==> src/taf_pkg.sv <==
// ----------------------------------------------------------------------------
// taf_pkg: shared types and codes of the timeline ancestry filter
// Item layouts, command and result codes, and the entry type of the queue
// that sits between the front and the back.
// ----------------------------------------------------------------------------
`default_nettype none

package taf_pkg;

    localparam int TL_W  = 31;
    localparam int LSN_W = 64;
    localparam int ID_W  = 16;

    // command codes
    localparam logic [1:0] CMD_CLEAR = 2'd0;
    localparam logic [1:0] CMD_ADD   = 2'd1;
    localparam logic [1:0] CMD_QUERY = 2'd2;
    localparam logic [1:0] CMD_NODE  = 2'd3;

    // result kinds
    localparam logic [1:0] KIND_ANSWER  = 2'd0;
    localparam logic [1:0] KIND_VERDICT = 2'd1;
    localparam logic [1:0] KIND_FULL    = 2'd2;

    typedef struct packed {
        logic [1:0]       cmd;
        logic [TL_W-1:0]  timeline;
        logic [TL_W-1:0]  other_timeline;
        logic [LSN_W-1:0] switch_lsn;
        logic [ID_W-1:0]  node_ident;
        logic             last_node;
    } in_item_t;

    typedef struct packed {
        logic [1:0]       result_kind;
        logic             is_ancestor;
        logic [LSN_W-1:0] found_lsn;
        logic [ID_W-1:0]  verdict_node;
        logic [TL_W-1:0]  reference_used;
        logic             last_verdict;
    } out_item_t;

    // queue entry: the item plus what the front learned about it
    typedef struct packed {
        in_item_t item;
        logic     same_tl;
    } queue_entry_t;

    typedef struct packed {
        logic [TL_W-1:0]  child;
        logic [TL_W-1:0]  parent;
        logic [LSN_W-1:0] lsn;
    } edge_t;

    typedef struct packed {
        logic [ID_W-1:0] ident;
        logic [TL_W-1:0] tl;
    } node_t;

endpackage

`default_nettype wire

==> src/taf_front.sv <==
// ----------------------------------------------------------------------------
// taf_front: request intake and classification
// Accepts items, flags items whose two timelines are equal, and holds them in
// a two-entry queue for the back.
// ----------------------------------------------------------------------------
`default_nettype none

module taf_front
    import taf_pkg::*;
(
    input  wire logic         clk,
    input  wire logic         rst_n,
    input  wire logic         req_valid,
    output logic              req_ready,
    input  wire in_item_t     req_data,
    output logic              q_valid,
    input  wire logic         q_pop,
    output queue_entry_t      q_entry
);

    queue_entry_t slot_reg [2];
    logic         wr_ptr_reg, wr_ptr_next;
    logic         rd_ptr_reg, rd_ptr_next;
    logic [1:0]   cnt_reg, cnt_next;
    logic         push, pop;
    queue_entry_t entry_in;

    // classify
    always_comb
    begin
        entry_in.item    = req_data;
        entry_in.same_tl = (req_data.timeline == req_data.other_timeline);
    end

    assign req_ready = (cnt_reg != 2'd2);
    assign q_valid   = (cnt_reg != 2'd0);
    assign q_entry   = slot_reg[rd_ptr_reg];
    assign push      = req_valid && req_ready;
    assign pop       = q_pop && q_valid;

    // pointers and fill
    always_comb
    begin
        wr_ptr_next = push ? ~wr_ptr_reg : wr_ptr_reg;
        rd_ptr_next = pop ? ~rd_ptr_reg : rd_ptr_reg;
        cnt_next    = cnt_reg + {1'b0, push} - {1'b0, pop};
    end

    always_ff @(posedge clk or negedge rst_n)
    begin
        if (!rst_n)
        begin
            wr_ptr_reg <= 1'b0;
            rd_ptr_reg <= 1'b0;
            cnt_reg    <= 2'd0;
        end
        else
        begin
            wr_ptr_reg <= wr_ptr_next;
            rd_ptr_reg <= rd_ptr_next;
            cnt_reg    <= cnt_next;
        end
    end

    always_ff @(posedge clk)
    begin
        if (push)
        begin
            slot_reg[wr_ptr_reg] <= entry_in;
        end
    end

endmodule

`default_nettype wire

==> config.mk <==
export PLATFORM = sky130hd
export DESIGN_NAME = taf_front
export DESIGN_NICKNAME = d
export VERILOG_FILES = /design/src/taf_pkg.sv /design/src/taf_front.sv
export SDC_FILE = /design/constraint.sdc
export NUM_CORES = 1
export LEC_CHECK = 0
export ABC_CLOCK_PERIOD_IN_PS = 8700
export BUFFER_PORTS_ARGS = -buffer_cell sky130_fd_sc_hd__buf_2
export CORE_ASPECT_RATIO = 1.1
export CORE_MARGIN = 2
export CORE_UTILIZATION = 30
export CTS_CLUSTER_SIZE = 16
export DETAILED_ROUTE_END_ITERATION = 8
export MAX_ROUTING_LAYER = met4
export PLACE_DENSITY = 0.49
export SLEW_MARGIN = 40
export SYNTH_ARGS = -nofsm -noshare
export SYNTH_HDL_FRONTEND = slang
export SYNTH_SLANG_ARGS = --single-unit
==> constraint.sdc <==
create_clock -name clk -period 8.7 [get_ports clk]
set_input_delay 1.74 -clock clk [delete_from_list [all_inputs] [get_ports clk]]
set_output_delay 1.74 -clock clk [all_outputs]
set_load 0.05 [all_outputs]
# Yosys cells after proc, flatten, opt, wreduce, memory -nomap -nowiden
# Memory sizes are Yosys's and may differ from the RTL's.
# Cells that the tools add are included.
# W data, S select, Z words.
# totals
n_memories,1
input_bits,149
regBits,4
latch_bits,0
out_inout_bits,148
ram_bits,292
rom_bits,0
# op_classes
n_mux,2
bitwise_logic,2
shift,0
n_div,0
order_cmp,0
n_mul,0
n_reduce_logical,3
n_addsub,2
eq_ne,2
# memory_table
name,depth,width,rd,rd_ports_with_merged_regs,wr,line_no,source
slot_reg,2,146,1,0,1,taf_front.sv:21,queue_entry_t slot_reg [2];
# op_table
op,n
$eq A31 B31 Y1,1
$add A2 B1 Y2,1
$logic_and A1 B1 Y1,2
$mux W1,2
$ne A2 B2 Y1 const B,1
$not A1 Y1,2
$reduce_bool A2 Y1,1
$sub A2 B1 Y2,1

# Logic depth before layout (Yosys ltp)
# depth
ltp_word,4
depth_mapped,7

# Worst setup path after synthesis
# OpenSTA, ideal clock, no wires.
# synth_timing
path_kind,input-to-reg
from,in req_valid
to,mem slot_reg[0][0] (netlist bit) (enable)
required_ns,8.046
setup_time_ns,0.654
path_buffers,0
path_slack_ns,0.125
stages,2
arrival_ns,7.921
cell_sequence,nand2_1 > nor2_1
# synth_via
elab_chain_len,3
# synth_rtl
element,line_no,source
from (decl),taf_front.sv:13,"input wire logic req_valid,"
$logic_and A1 B1 Y1,taf_front.sv:38,assign push = req_valid && req_ready;
$mux W1,taf_front.sv:67,if (push)
$mux W1 (not written as such),taf_front.sv:69,slot_reg[wr_ptr_reg] <= entry_in;
to (decl),taf_front.sv:21,
# No other way between the ends.

==> flow_summary.toml <==
[sta]
fmax_ghz = 0.234
tns_ps = 0
report.final.slew_viol_count = 0
hold_viol = 0
clock_skew_ps = 17.6
fin_ws_ps = 4430
fin_crit_ps = 4270
rsz0062_at_grt = "no"
max_slew_margin_pct = 54.2
post-route-period-util_pct = 49.1
finalSetupViolCount = 0
tightest_slew_ps = 688

[synth]
synthTopCellsByArea = "edfxtp_1 79%, mux2_2 15%, xor2_1 1.7%"
netlist_area_um2 = 11100
synthesis.instances = 512
synth_seq_area_share_pct = 80.2
yosysTopAreaCellShare_pct = 79.3
avgSynthCellArea_um2 = 21.6
yosysMostFrequentCell = "edfxtp_1"
synth_cell_types = 18
synth_edf_count = 292
synth_ff_type = "edfxtp_1"
synth.largest_area_cell = "edfxtp_1"
ys_warn_count = 0
synthArstFlopShare_pct = 1.35
yosys_register_bits = 296
netlist_top_cells_count = "292 x edfxtp_1, 146 x mux2_2, 21 x xor2_1"
syn-num-nets = 663

[global_route]
grt_most_used_layer = "met2"
met3_usage_pct = 6.04
met1_usage_pct = 14.5
antenna_found_initial = 8
grt_start_max_net_pins = 62
overflow = 0
grt_pass1_vias = 6042
use_met2_pct = 19.6
gr-usage-all-layers_pct = 12.7
grt_pass1_wl_mm = 35.9

[critical_path]
cp_slowest_stage_delay_ps = 720
required_ps = 6960
worstSetupPathType = "register to output pin"
crit_chain = "buf_6, mux2_2, buf_2"
r2r_slack_ps = 6330
slowest_stage = "dfrtp_4"
worstPathMaxFanout = 61
worst_setup_path_start_kind = "register"
r2r_end = "slot_reg[0][53]"
rr_startpoint = "cnt_reg[0]"
reg2reg_depth = 5
end_kind = "output pin"
cp_data_arrival_time_ps = 2530

[min_path]
hold_path_class = "register to register"
hold_start = "cnt_reg[0]"
hold_depth = 1
hold_end = "cnt_reg[0]"

[placement]
port_buffers = 296
placedCellCount = 1286
gp_congestion = 0.725
dp_hpwl_mm = 15.7
detailedPlace.worstSlack_ps = 4910

[cells_and_area]
num-nets-final = 986
seqCellArea_um2 = 8870
largest_register_ffs = 292
drive_gt1_share_pct = 58.5
stdcell_count = 1355
n_fill_cell = 3416
multi_input_area_um2 = 2090
area_delta_synth_final_pct = 28.4

[clocking]
clkTransAtPathRegs_ps = 60
cts.sinks = 296
cts-root-buf = "clkbuf_16"
insertion_delay_ps = 510
cts_tree = "done"
cts_max_level = 2
cts-resized-gates = 0
cts_setup_buffers = 0
ctsHoldBuffers = 0
clock_path_buffers = 3
numCtsBuffers = 34

[power]
power.leakage_nw = 5.21
ir_drop_uv = 213
power-per-cell-area_nw_per_um2 = 399

[routing]
drtPass1Iterations = 4
first_iter_violations = 155
ant_nets = 0
vias_per_cell = 4.31
post_drt_wl_per_cell_um = 17.5
vias = 5838
drcViolationCount = 0
wl_mm = 23.8

[floorplan]
die_width_um = 187
initial_core_util_pct = 30.5
die_y_um = 205
rows = 73
core-area_um2 = 36300
ioPinCount = 297
dieArea_um2 = 38400

[run_status]
status = "complete, no violations"

[job]
max_cap_viol_count = 0
-- cell families (layout without fill, tap and decap cells) --
| family | Yosys count | in the layout | synth area share [%] |
|---|---|---|---|
| other | 0 | 8 | 0 |
| adders and majority gates | 2 | 2 | 0.226 |
| xor gates and xnor gates | 35 | 35 | 2.77 |
| muxes | 146 | 146 | 14.9 |
| and+or+nand+nor | 16 | 16 | 0.916 |
| DFF | 296 | 296 | 80.2 |
| buffers and inverters | 17 | 365 | 1.05 |
-- where the power goes --
| part | internal (mW) | switching (mW) |
|---|---|---|
| clock network | 0.799 | 0.544 |
| registers | 1.95 | 0.0885 |
| logic | 0.591 | 1.69 |
| total | 3.34 | 2.32 |
-- per-layer routing --
| metal | wire (um) | part of all wire (%) |
|---|---|---|
| met1 | 9610 | 40 |
| met4 | 543 | 2.3 |
| met3 | 2520 | 11 |
| met5 | 0 | 0 |
| met2 | 11100 | 47 |
-- layout make-up --
| cell class | count | area share [%] |
|---|---|---|
| Sequential cell | 296 | 62.5 |
| Multi-Input combinational cell | 199 | 14.7 |
| Timing Repair Buffer | 303 | 10.9 |
| Clock buffer | 41 | 6.32 |
| Tap cell | 487 | 4.29 |
| Clock inverter | 20 | 1.14 |
| Antenna cell | 8 | 0.141 |
| Inverter | 1 | 0.0264 |
-- critical path, delay by kind of cell, from the launching register on --
| family | cells | cell delay [ps] |
|---|---|---|
| buf+inv | 2 | 770 |
| mux | 1 | 440 |
| flops | 1 | 720 |
-- worst max-delay path by stage --
| stage | start | to | slack (ps) | cells after the start |
|---|---|---|---|---|
| 6_report | rd_ptr_reg | q_entry[80] | 4430 | 3 |
| 5_1_grt | rd_ptr_reg | q_entry[80] | 4280 | 3 |
| 4_1_cts | rd_ptr_reg | q_entry[84] | 4340 | 3 |
| 3_5_place_dp | rd_ptr_reg | q_entry[84] | 4910 | 3 |
| 3_3_place_gp | rd_ptr_reg | q_entry[84] | 4690 | 3 |
| 2_1_floorplan | req_valid | slot_reg[0][0] | 120 | 2 |
-- cell usage in the layout (no fill, tap or decap), drive strengths merged --
cell and instances:
buf 303, edfxtp 292, mux2 146, clkbuf 41
xor2 21, xnor2 14, clkinv 13, diode 8
nor4 6, nand4 4, dfrtp 4, clkinvlp 3
inv 3, ha 2, bufinv 2, or2 1
and2 1, nand2b 1, nand2 1, and3 1
nor2 1
-- per-stage QoR --
stage / cell area (um^2) / utilization [%] / hold slack, ps / total power [mW]
2_1_floorplan: 11100 / - / 461 / 3.91
3_3_place_gp: 13100 / 36.2 / 507 / 4.39
3_5_place_dp: 13100 / 36.2 / 519 / 4.39
4_1_cts: 14200 / 39.1 / 533 / 5.77
5_1_grt: 14200 / 39.2 / 562 / 5.93
6_report: 14200 / 39.2 / 530 / 5.66
No activity file was read; power rests on OpenSTA's default activity.
