## src/taf_pkg.sv

```systemverilog
// ----------------------------------------------------------------------------
// taf_pkg: shared types and codes of the timeline ancestry filter
// Item layouts, command and result codes, and the entry type of the queue
// that sits between the front and the back.
// ----------------------------------------------------------------------------
`default_nettype none

package taf_pkg;

    localparam int TL_W  = 31;
    localparam int LSN_W = 64;
    localparam int ID_W  = 16;

    // command codes
    localparam logic [1:0] CMD_CLEAR = 2'd0;
    localparam logic [1:0] CMD_ADD   = 2'd1;
    localparam logic [1:0] CMD_QUERY = 2'd2;
    localparam logic [1:0] CMD_NODE  = 2'd3;

    // result kinds
    localparam logic [1:0] KIND_ANSWER  = 2'd0;
    localparam logic [1:0] KIND_VERDICT = 2'd1;
    localparam logic [1:0] KIND_FULL    = 2'd2;

    typedef struct packed {
        logic [1:0]       cmd;
        logic [TL_W-1:0]  timeline;
        logic [TL_W-1:0]  other_timeline;
        logic [LSN_W-1:0] switch_lsn;
        logic [ID_W-1:0]  node_ident;
        logic             last_node;
    } in_item_t;

    typedef struct packed {
        logic [1:0]       result_kind;
        logic             is_ancestor;
        logic [LSN_W-1:0] found_lsn;
        logic [ID_W-1:0]  verdict_node;
        logic [TL_W-1:0]  reference_used;
        logic             last_verdict;
    } out_item_t;

    // queue entry: the item plus what the front learned about it
    typedef struct packed {
        in_item_t item;
        logic     same_tl;
    } queue_entry_t;

    typedef struct packed {
        logic [TL_W-1:0]  child;
        logic [TL_W-1:0]  parent;
        logic [LSN_W-1:0] lsn;
    } edge_t;

    typedef struct packed {
        logic [ID_W-1:0] ident;
        logic [TL_W-1:0] tl;
    } node_t;

endpackage

`default_nettype wire

```

## src/taf_ram.sv

```systemverilog
// ----------------------------------------------------------------------------
// taf_ram: generic single-write, single-read RAM
// One write port and one read port with registered read data.
// ----------------------------------------------------------------------------
`default_nettype none

module taf_ram #(
    parameter int WIDTH = 8,
    parameter int DEPTH = 16,
    localparam int AW = $clog2(DEPTH > 1 ? DEPTH : 2)
) (
    input  wire logic             clk,
    input  wire logic             we,
    input  wire logic [AW-1:0]    waddr,
    input  wire logic [WIDTH-1:0] wdata,
    input  wire logic [AW-1:0]    raddr,
    output logic      [WIDTH-1:0] rdata
);

    logic [WIDTH-1:0] mem [DEPTH];

    always_ff @(posedge clk)
    begin
        if (we)
        begin
            mem[waddr] <= wdata;
        end
        rdata <= mem[raddr];
    end

endmodule

`default_nettype wire

```

## src/taf_back.sv

```systemverilog
// ----------------------------------------------------------------------------
// taf_back: command execution
// Keeps the edge table and node buffer, walks ancestry one table entry at a
// time with a read state and a check state, and drives the result register.
// ----------------------------------------------------------------------------
`default_nettype none

module taf_back
    import taf_pkg::*;
#(
    parameter int HISTORY_DEPTH = 32,
    parameter int MAX_NODES     = 16
) (
    input  wire logic            clk,
    input  wire logic            rst_n,
    input  wire logic            q_valid,
    output logic                 q_pop,
    input  wire queue_entry_t    q_entry,
    input  wire logic [TL_W-1:0] pinned,
    output logic                 rsp_valid,
    input  wire logic            rsp_ready,
    output out_item_t            rsp_data
);

    localparam int ECW = $clog2(HISTORY_DEPTH + 1);
    localparam int EIW = $clog2(HISTORY_DEPTH > 1 ? HISTORY_DEPTH : 2);
    localparam int NCW = $clog2(MAX_NODES + 1);
    localparam int NIW = $clog2(MAX_NODES > 1 ? MAX_NODES : 2);
    localparam logic [ECW-1:0] EDGE_FULL = ECW'(HISTORY_DEPTH);
    localparam logic [NCW-1:0] NODE_FULL = NCW'(MAX_NODES);

    typedef enum logic [7:0] {
        S_IDLE     = 8'b0000_0001,
        S_SCAN_RD  = 8'b0000_0010,
        S_SCAN_CHK = 8'b0000_0100,
        S_MAX_RD   = 8'b0000_1000,
        S_MAX_CHK  = 8'b0001_0000,
        S_NODE_RD  = 8'b0010_0000,
        S_NODE_CHK = 8'b0100_0000,
        S_EMIT     = 8'b1000_0000
    } state_t;

    state_t          state_reg, state_next;
    logic [ECW-1:0]  ecount_reg, ecount_next;
    logic [ECW-1:0]  idx_reg, idx_next;
    logic [NCW-1:0]  ncount_reg, ncount_next;
    logic [NCW-1:0]  nidx_reg, nidx_next;
    logic            batch_reg, batch_next;
    logic [TL_W-1:0] cand_reg, cand_next;
    logic [TL_W-1:0] cur_reg, cur_next;
    logic [TL_W-1:0] ref_reg, ref_next;
    out_item_t       pend_reg, pend_next;
    logic            rsp_valid_reg;
    out_item_t       rsp_data_reg;
    logic            load_rsp;

    logic            e_we, n_we;
    edge_t           e_wdata, e_rdata;
    node_t           n_wdata, n_rdata;
    in_item_t        it;
    logic            n_full;
    logic [NCW-1:0]  ncount_after;
    logic            is_last;

    taf_ram #(.WIDTH($bits(edge_t)), .DEPTH(HISTORY_DEPTH)) u_edge_ram (
        .clk   (clk),
        .we    (e_we),
        .waddr (ecount_reg[EIW-1:0]),
        .wdata (e_wdata),
        .raddr (idx_reg[EIW-1:0]),
        .rdata (e_rdata)
    );

    taf_ram #(.WIDTH($bits(node_t)), .DEPTH(MAX_NODES)) u_node_ram (
        .clk   (clk),
        .we    (n_we),
        .waddr (ncount_reg[NIW-1:0]),
        .wdata (n_wdata),
        .raddr (nidx_reg[NIW-1:0]),
        .rdata (n_rdata)
    );

    assign it           = q_entry.item;
    assign e_wdata      = '{child: it.timeline, parent: it.other_timeline, lsn: it.switch_lsn};
    assign n_wdata      = '{ident: it.node_ident, tl: it.timeline};
    assign n_full       = (ncount_reg == NODE_FULL);
    assign ncount_after = ncount_reg + {{(NCW-1){1'b0}}, !n_full};
    assign is_last      = ((nidx_reg + NCW'(1)) == ncount_reg);
    assign load_rsp     = (state_reg == S_EMIT) && (!rsp_valid_reg || rsp_ready);
    assign rsp_valid    = rsp_valid_reg;
    assign rsp_data     = rsp_data_reg;

    // sequencer
    always_comb
    begin
        state_next  = state_reg;
        ecount_next = ecount_reg;
        idx_next    = idx_reg;
        ncount_next = ncount_reg;
        nidx_next   = nidx_reg;
        batch_next  = batch_reg;
        cand_next   = cand_reg;
        cur_next    = cur_reg;
        ref_next    = ref_reg;
        pend_next   = pend_reg;
        q_pop       = 1'b0;
        e_we        = 1'b0;
        n_we        = 1'b0;
        case (state_reg)
            S_IDLE:
            begin
                if (q_valid)
                begin
                    q_pop      = 1'b1;
                    batch_next = 1'b0;
                    pend_next  = '0;
                    case (it.cmd)
                        CMD_CLEAR:
                        begin
                            ecount_next = '0;
                        end
                        CMD_ADD:
                        begin
                            if (ecount_reg == EDGE_FULL)
                            begin
                                pend_next.result_kind = KIND_FULL;
                                state_next            = S_EMIT;
                            end
                            else
                            begin
                                e_we        = 1'b1;
                                ecount_next = ecount_reg + ECW'(1);
                            end
                        end
                        CMD_QUERY:
                        begin
                            if (q_entry.same_tl)
                            begin
                                pend_next.result_kind = KIND_ANSWER;
                                pend_next.is_ancestor = 1'b1;
                                state_next            = S_EMIT;
                            end
                            else
                            begin
                                cand_next  = it.timeline;
                                cur_next   = it.other_timeline;
                                idx_next   = '0;
                                state_next = S_SCAN_RD;
                            end
                        end
                        default:
                        begin
                            n_we        = !n_full;
                            ncount_next = ncount_after;
                            if (it.last_node && (ncount_after != '0))
                            begin
                                nidx_next = '0;
                                if (pinned == '0)
                                begin
                                    ref_next   = '0;
                                    state_next = S_MAX_RD;
                                end
                                else
                                begin
                                    ref_next   = pinned;
                                    state_next = S_NODE_RD;
                                end
                            end
                        end
                    endcase
                end
            end
            S_SCAN_RD:
            begin
                if (idx_reg >= ecount_reg)
                begin
                    pend_next.is_ancestor = 1'b0;
                    pend_next.found_lsn   = '0;
                    state_next            = S_EMIT;
                end
                else
                begin
                    state_next = S_SCAN_CHK;
                end
            end
            S_SCAN_CHK:
            begin
                if (e_rdata.child == cur_reg)
                begin
                    if (e_rdata.parent == cand_reg)
                    begin
                        pend_next.is_ancestor = 1'b1;
                        pend_next.found_lsn   = batch_reg ? '0 : e_rdata.lsn;
                        state_next            = S_EMIT;
                    end
                    else if (e_rdata.parent == '0 || e_rdata.parent >= cur_reg)
                    begin
                        pend_next.is_ancestor = 1'b0;
                        pend_next.found_lsn   = '0;
                        state_next            = S_EMIT;
                    end
                    else
                    begin
                        cur_next   = e_rdata.parent;
                        idx_next   = '0;
                        state_next = S_SCAN_RD;
                    end
                end
                else
                begin
                    idx_next   = idx_reg + ECW'(1);
                    state_next = S_SCAN_RD;
                end
            end
            S_MAX_RD:
            begin
                if (nidx_reg == ncount_reg)
                begin
                    nidx_next  = '0;
                    state_next = S_NODE_RD;
                end
                else
                begin
                    state_next = S_MAX_CHK;
                end
            end
            S_MAX_CHK:
            begin
                if (n_rdata.tl > ref_reg)
                begin
                    ref_next = n_rdata.tl;
                end
                nidx_next  = nidx_reg + NCW'(1);
                state_next = S_MAX_RD;
            end
            S_NODE_RD:
            begin
                state_next = S_NODE_CHK;
            end
            S_NODE_CHK:
            begin
                batch_next               = 1'b1;
                pend_next                = '0;
                pend_next.result_kind    = KIND_VERDICT;
                pend_next.verdict_node   = n_rdata.ident;
                pend_next.reference_used = ref_reg;
                pend_next.last_verdict   = is_last;
                // unreported node, no reference, or node on the reference itself
                if (ref_reg == '0 || n_rdata.tl == '0 || n_rdata.tl == ref_reg)
                begin
                    pend_next.is_ancestor = 1'b1;
                    state_next            = S_EMIT;
                end
                else
                begin
                    cand_next  = n_rdata.tl;
                    cur_next   = ref_reg;
                    idx_next   = '0;
                    state_next = S_SCAN_RD;
                end
            end
            S_EMIT:
            begin
                if (load_rsp)
                begin
                    if (batch_reg && !is_last)
                    begin
                        nidx_next  = nidx_reg + NCW'(1);
                        state_next = S_NODE_RD;
                    end
                    else
                    begin
                        if (batch_reg)
                        begin
                            ncount_next = '0;
                        end
                        batch_next = 1'b0;
                        state_next = S_IDLE;
                    end
                end
            end
            default:
            begin
                state_next = S_IDLE;
            end
        endcase
    end

    always_ff @(posedge clk or negedge rst_n)
    begin
        if (!rst_n)
        begin
            state_reg     <= S_IDLE;
            ecount_reg    <= '0;
            ncount_reg    <= '0;
            nidx_reg      <= '0;
            idx_reg       <= '0;
            batch_reg     <= 1'b0;
            rsp_valid_reg <= 1'b0;
        end
        else
        begin
            state_reg  <= state_next;
            ecount_reg <= ecount_next;
            ncount_reg <= ncount_next;
            nidx_reg   <= nidx_next;
            idx_reg    <= idx_next;
            batch_reg  <= batch_next;
            if (load_rsp)
            begin
                rsp_valid_reg <= 1'b1;
            end
            else if (rsp_ready)
            begin
                rsp_valid_reg <= 1'b0;
            end
        end
    end

    // payload registers
    always_ff @(posedge clk)
    begin
        cand_reg  <= cand_next;
        cur_reg   <= cur_next;
        ref_reg   <= ref_next;
        pend_reg  <= pend_next;
        if (load_rsp)
        begin
            rsp_data_reg <= pend_reg;
        end
    end

endmodule

`default_nettype wire

```

## config.mk

```make
export PLATFORM = sky130hd
export DESIGN_NAME = taf_back
export DESIGN_NICKNAME = d
export VERILOG_FILES = /design/src/taf_pkg.sv /design/src/taf_ram.sv /design/src/taf_back.sv
export SDC_FILE = /design/constraint.sdc
export NUM_CORES = 2
export LEC_CHECK = 0
export BUFFER_PORTS_ARGS = -buffer_cell sky130_fd_sc_hd__buf_2
export CAP_MARGIN = 25
export CORE_UTILIZATION = 50
export CTS_BUF_LIST = sky130_fd_sc_hd__clkbuf_4 sky130_fd_sc_hd__clkbuf_8 sky130_fd_sc_hd__clkbuf_16
export CTS_CLUSTER_DIAMETER = 30
export DETAILED_ROUTE_END_ITERATION = 7
export PLACE_DENSITY_LB_ADDON = 0.15
export RECOVER_POWER = 50
export SETUP_SLACK_MARGIN = 0.02
export SLEW_MARGIN = 25
export SYNTH_ARGS = -nofsm -noshare
export SYNTH_HDL_FRONTEND = slang
export SYNTH_MEMORY_MAX_BITS = 65536
export SYNTH_SLANG_ARGS = --single-unit
```

## constraint.sdc

```tcl
create_clock -name clk -period 7.1 [get_ports clk]
set_clock_uncertainty 0.05 [all_clocks]
set_input_delay 0.71 -clock clk [delete_from_list [all_inputs] [get_ports clk]]
set_output_delay 0.71 -clock clk [all_outputs]
set_load 0.01 [all_outputs]
```

# Yosys cells after proc, flatten, opt, wreduce, memory -nomap -nowiden

Memory sizes are Yosys's and may differ from the RTL's. A register that Yosys moved wholly into a read port is not among the register bits.
Cells that the tools add are included.

Memory bits (writable): 4,784
Memories: 2
Bits in registers: 355
Logic and storage cells: 198
Input port bits: 181

Add/subtract/negate cells: 4
Muxes and demuxes: 90
Equality and inequality tests: 40
Magnitude comparators: 3
Reductions and logical operators: 37

Memory list:

| name           | words | bits a word | read ports | clocked after memory_dff | wr ports | RTL line      | RTL |
|---|---|---|---|---|---|---|---|
| u_edge_ram.mem | 32    | 126         | 1          | 1                        | 1        | taf_ram.sv:20 | `logic [WIDTH-1:0] mem [DEPTH];` |
| u_node_ram.mem | 16    | 47          | 1          | 1                        | 1        | taf_ram.sv:20 |  |

Operator list:

| kind                                                           | number |
|---|---|
| 31-bit 2-to-1 mux                                              | 16 |
| 65-bit 2-to-1 mux                                              | 4 |
| 65-bit one-hot mux with 4 select lines                         | 1 |
| 31-bit zero test                                               | 4 |
| 31-bit one-hot mux with 2 select lines                         | 2 |
| 115-bit 2-to-1 mux                                             | 1 |
| 48-bit one-hot mux with 2 select lines                         | 1 |
| 31-bit equality test                                           | 3 |
| 31-bit one-hot mux with 3 select lines                         | 1 |
| 8-bit 2-to-1 mux                                               | 10 |
| 6-bit 2-to-1 mux                                               | 11 |
| 64-bit 2-to-1 mux                                              | 1 |
| 8-bit one-hot mux with 8 select lines                          | 1 |
| 5-bit 2-to-1 mux                                               | 11 |
| 2-bit != test (second input constant)                          | 16 |
| 31-bit greater-or-equal comparator                             | 1 |
| 31-bit > comparator                                            | 1 |
| 8-bit one-hot mux with 3 select lines                          | 1 |
| 1-bit 2-to-1 mux                                               | 21 |
| 5-bit one-hot mux with 4 select lines                          | 1 |
| 5-bit AND reduction                                            | 4 |
| 6-bit one-hot mux with 3 select lines                          | 1 |
| 7-bit AND reduction                                            | 2 |
| 6-bit by 1-bit adder with 6-bit output (second input constant) | 2 |
| 37 further kinds                                               | 57 |

# Longest topological paths before layout

Depth in word-level cells: 9
Depth in mapped cells: 14
Depth with buffers taken out: 13

# Cells and area by module

From an unflattened synthesis, not the netlist that was laid out.

Cell total of the unflattened synthesis: 8,798
Area, all modules: 198,118.8 µm²

Modules (own cells, without submodules):

| module                | area an instance (µm²) | cells an instance | instances |
|---|---|---|---|
| taf_ram at u_edge_ram | 152,752.8              | 6,343             | 1 |
| taf_ram at u_node_ram | 29,130.4               | 1,217             | 1 |
| taf_back              | 16,235.6               | 1,238             | 1 |

# Worst setup path after synthesis

Ideal clock, no wire load.

Path kind: register to register
Start: register state_reg[6]
End: memory u_edge_ram.mem[12][0] in the netlist's numbering, enable pin
Stages on the path, launching flop included: 8
Clock period less this slack: 7.743 ns
Slack: -0.643 ns
Arrival time: 7.080 ns
Cell sequence: dfrtp_1 -> nor4_4 -> nand4b_4 -> or2_1 -> buf_6 -> nor2_1 -> nand2_1 -> nor2_1

Cells in the longest elaborated chain, start to end: 4

Ends and longest elaborated chain:

| what                                           | RTL line        | RTL |
|---|---|---|
| start, declared                                | taf_back.sv:43  | `state_t state_reg, state_next;` |
| start signal, assigned                         | taf_back.sv:303 | `state_reg <= state_next;` |
| 8-bit by 1-bit equality test with 1-bit output | taf_back.sv:109 | `case (state_reg)` |
| 1-bit 2-to-1 mux                               | taf_back.sv:109 |  |
| 1-bit 2-to-1 mux                               | taf_ram.sv:24   | `if (we)` |
| 1-bit 2-to-1 mux (not written as such)         | taf_ram.sv:26   | `mem[waddr] <= wdata;` |
| end, declared                                  | taf_ram.sv:20   |  |

No other way between the ends.

==> impl_metrics.tcl <==
set metrics [dict create \
    status "finished with violations" \
    violations "max-capacitance violations, max-slew violations" \
    port_buffers 297 \
    p_leak_uw 0.0771 \
    use_met1_pct 36.0 \
    first_pass_iters 8 \
    critPathTopFamily "simple AND/OR/NAND/NOR gates" \
    ys_seq_elements 5312 \
    area_growth_pct 21.9 \
    avgRoutedWirePerCell_microns 33.2 \
    rr_startpoint "state_reg[1]" \
    worst_setup_path_end_kind "flop" \
    drt_wl_total_microns 514000 \
    cp.arrival_ns 6.42 \
    layout_commonest_cell "edfxtp_1" \
    finish.utilization_pct 61.4 \
    rsz0062_at_grt "no" \
    layout_min_cycle_time_ns 5.50 \
    die_y_microns 635 \
    most-common-layout-cells "5,107 x edfxtp_1, 1,495 x mux4_2, 960 x clkbuf_16" \
    fill_cells 27024 \
    cpPeakStageDelay_ns 1.62 \
    yosysWarnings 0 \
    hpwl_microns 256000 \
    power_switching_uw 18200 \
    cts_tree "built" \
    vdd_drop_max_v 0.000281 \
    slew_viol_final 2748 \
    antenna_found_initial 53 \
    synthFlopType "edfxtp_1" \
    drc 0 \
    antenna_left 0 \
    largest_register_ffs 4032 \
    hp-class "in2reg" \
    dieWidth_microns 635 \
    gp_congestion 0.913 \
    hold_path_end "state_reg[1]" \
    core_sq_um 397000 \
    r2r_setup_slack_ns 1.60 \
    cts_resized 0 \
    die_area_sq_um 403000 \
    grt_overflow_total 0 \
    grtUsageMet2_pct 41.4 \
    grt_pass1_wl_microns 728000 \
    post_cts_buffers 0 \
    num-nets-final 9643 \
    rows 231 \
    cts-root-buf "clkbuf_16" \
    finalHoldViolations 0 \
    grt_max_degree 150 \
    syn_avg_cell_area_sq_um 24.3 \
    htreeDepth 6 \
    drt-initial-drc-count 10550 \
    top_register "u_edge_ram.mem" \
    switching_share_pct 21.3 \
    largestRegisters "u_edge_ram.mem x4032, u_node_ram.mem x752, u_edge_ram.rdata x126" \
    clkPwrFrac_pct 54.5 \
    cts_sinks 5312 \
    relSlewSlack_pct -124 \
    fmax_mhz 182 \
    worst_slew_pin_slew_ns 3.37 \
    fin_crit_sh_pct 77.5 \
    required_ns 8.01 \
    start_util_pct 50.4 \
    power_frac_seq_pct 41.8 \
    reg2reg_to "pend_reg[110]" \
    crit_path_cell_trace "nor4_1 > nand4b_1 > or3_1 > nor2_1 > buf_4 > and2_1" \
    power-per-cell-area_nw_per_um2 350 \
    grt_pass1_vias 98529 \
    drive_above_1_share_pct 35.5 \
    tns_ns 0 \
    start_kind "flop" \
    synth_edf_count 5107 \
    setup_violations 0 \
    routed-via-count 94946 \
    async_flop_share_pct 0.602 \
    critPathBufInv 1 \
    hold_path_depth 4 \
    cap_violations 66 \
    cts_buffer_depth 4 \
    path_max_fanout 53 \
    slowest_stage "nor2_1" \
    ios 298 \
    grt_busiest_layer "met2" \
    crit_type "reg2reg" \
    cts.clk_slew.worst_paths_ns 0.05 \
    viasPerCell 6.13 \
    hold_path.startpoint "q_entry[0]" \
    p_int_uw 67200 \
    syn-cell-area_sq_um 200000 \
    synth_cells 8231 \
    clock_latency_ns 1.11 \
    cts_buffers 949 \
    r2r_cells 6 \
    comb_power_share_pct 3.7 \
    syn_nets 8496 \
    synth.distinct_cells 71 \
    ys_seq_area_share_pct 78.8 \
    grtUsageTotal_pct 25.5 \
    grt.met3_usage_pct 4.38 \
]
metal layers:
metal  part of all wire (%)  wire, microns
met1                     40         208000
met2                     49         254000
met3                    7.1          36700
met4                    3.0          15200
met5                  0.030            154
kinds of logic after synthesis:
family | Yosys count | share of synthesized area [%]
flops | 5312 | 78.8
mux | 1652 | 17.7
xor+xnor | 74 | 0.324
buf+inv | 478 | 0.909
fa+ha+maj | 84 | 0.525
simple gates | 492 | 1.26
compound gates | 139 | 0.514
layout make-up:
class	count	area [sq um]	share of cell area (%)
repair buffers	585	4560	1.87
clock inverters	710	8550	3.51
well taps	5242	6560	2.69
diodes	23	57.6	0.0236
flip-flops and latches	5312	158000	64.6
multi-input cells	2441	41000	16.8
inverters	89	335	0.137
clock buffers	1092	25200	10.3
synthesized netlist by cell type (all sizes together) (48+ instances only):
master / instances / share of area, %
inv: 87 / 0.16
nor2: 110 / 0.21
buf: 120 / 0.24
edfxtp: 5107 / 77
xor2: 48 / 0.21
mux4: 1495 / 17
mux2: 157 / 0.88
nand2: 130 / 0.24
ha: 84 / 0.53
clkbuf: 269 / 0.50
dfxtp: 173 / 1.7
and2: 88 / 0.28
how the worst max path moves through the flow:
stage,start,end,depth (start not counted)
floorplan,state_reg[6],u_edge_ram.mem[12][0],7
global placement,q_entry[145],u_edge_ram.mem[10][12],8
detailed placement,q_entry[145],u_edge_ram.mem[20][41],9
CTS,state_reg[6],u_edge_ram.mem[20][80],8
global route,nidx_reg[0],u_node_ram.rdata[10],3
finish,state_reg[1],pend_reg[110],6
worst register-to-register path: stages (launching register included):
cell      delay [ns]
dfrtp_1         0.43
nor4_1          0.98
nand4b_1        0.45
or3_1           0.55
nor2_1          1.62
buf_4           0.91
and2_1          0.37
power groups by stage:
stage | Clock, uW | Sequential, uW | Combinational, uW
final | 46600 | 35700 | 3170
after detailed placement | 0 | 36200 | 3110
after global placement | 0 | 36200 | 3050
after floorplan | 0 | 35900 | 1840
after global routing | 48600 | 35700 | 3390
after CTS | 47100 | 35600 | 3180
through the flow:
step	worst slack, ns	area (sq um)	power (uW)	hold WS [ns]	cells
2_1_floorplan	-0.643	200000	37800	0.350	8231
3_3_place_gp	1.96	209000	39300	0.351	13560
3_5_place_dp	2.20	209000	39300	0.355	13564
4_1_cts	2.35	244000	85900	0.000334	15464
5_1_grt	1.22	244000	87600	0.0705	15481
6_report	1.60	244000	85400	0.139	15494
timing repair:
action | 4_1_cts | 5_1_grt
hold endpoints to repair | 1570 | 5
hold buffers | 98 | 1
endpoints found under the setup margin | 0 | 0
Power figures use the tool's default switching activity.
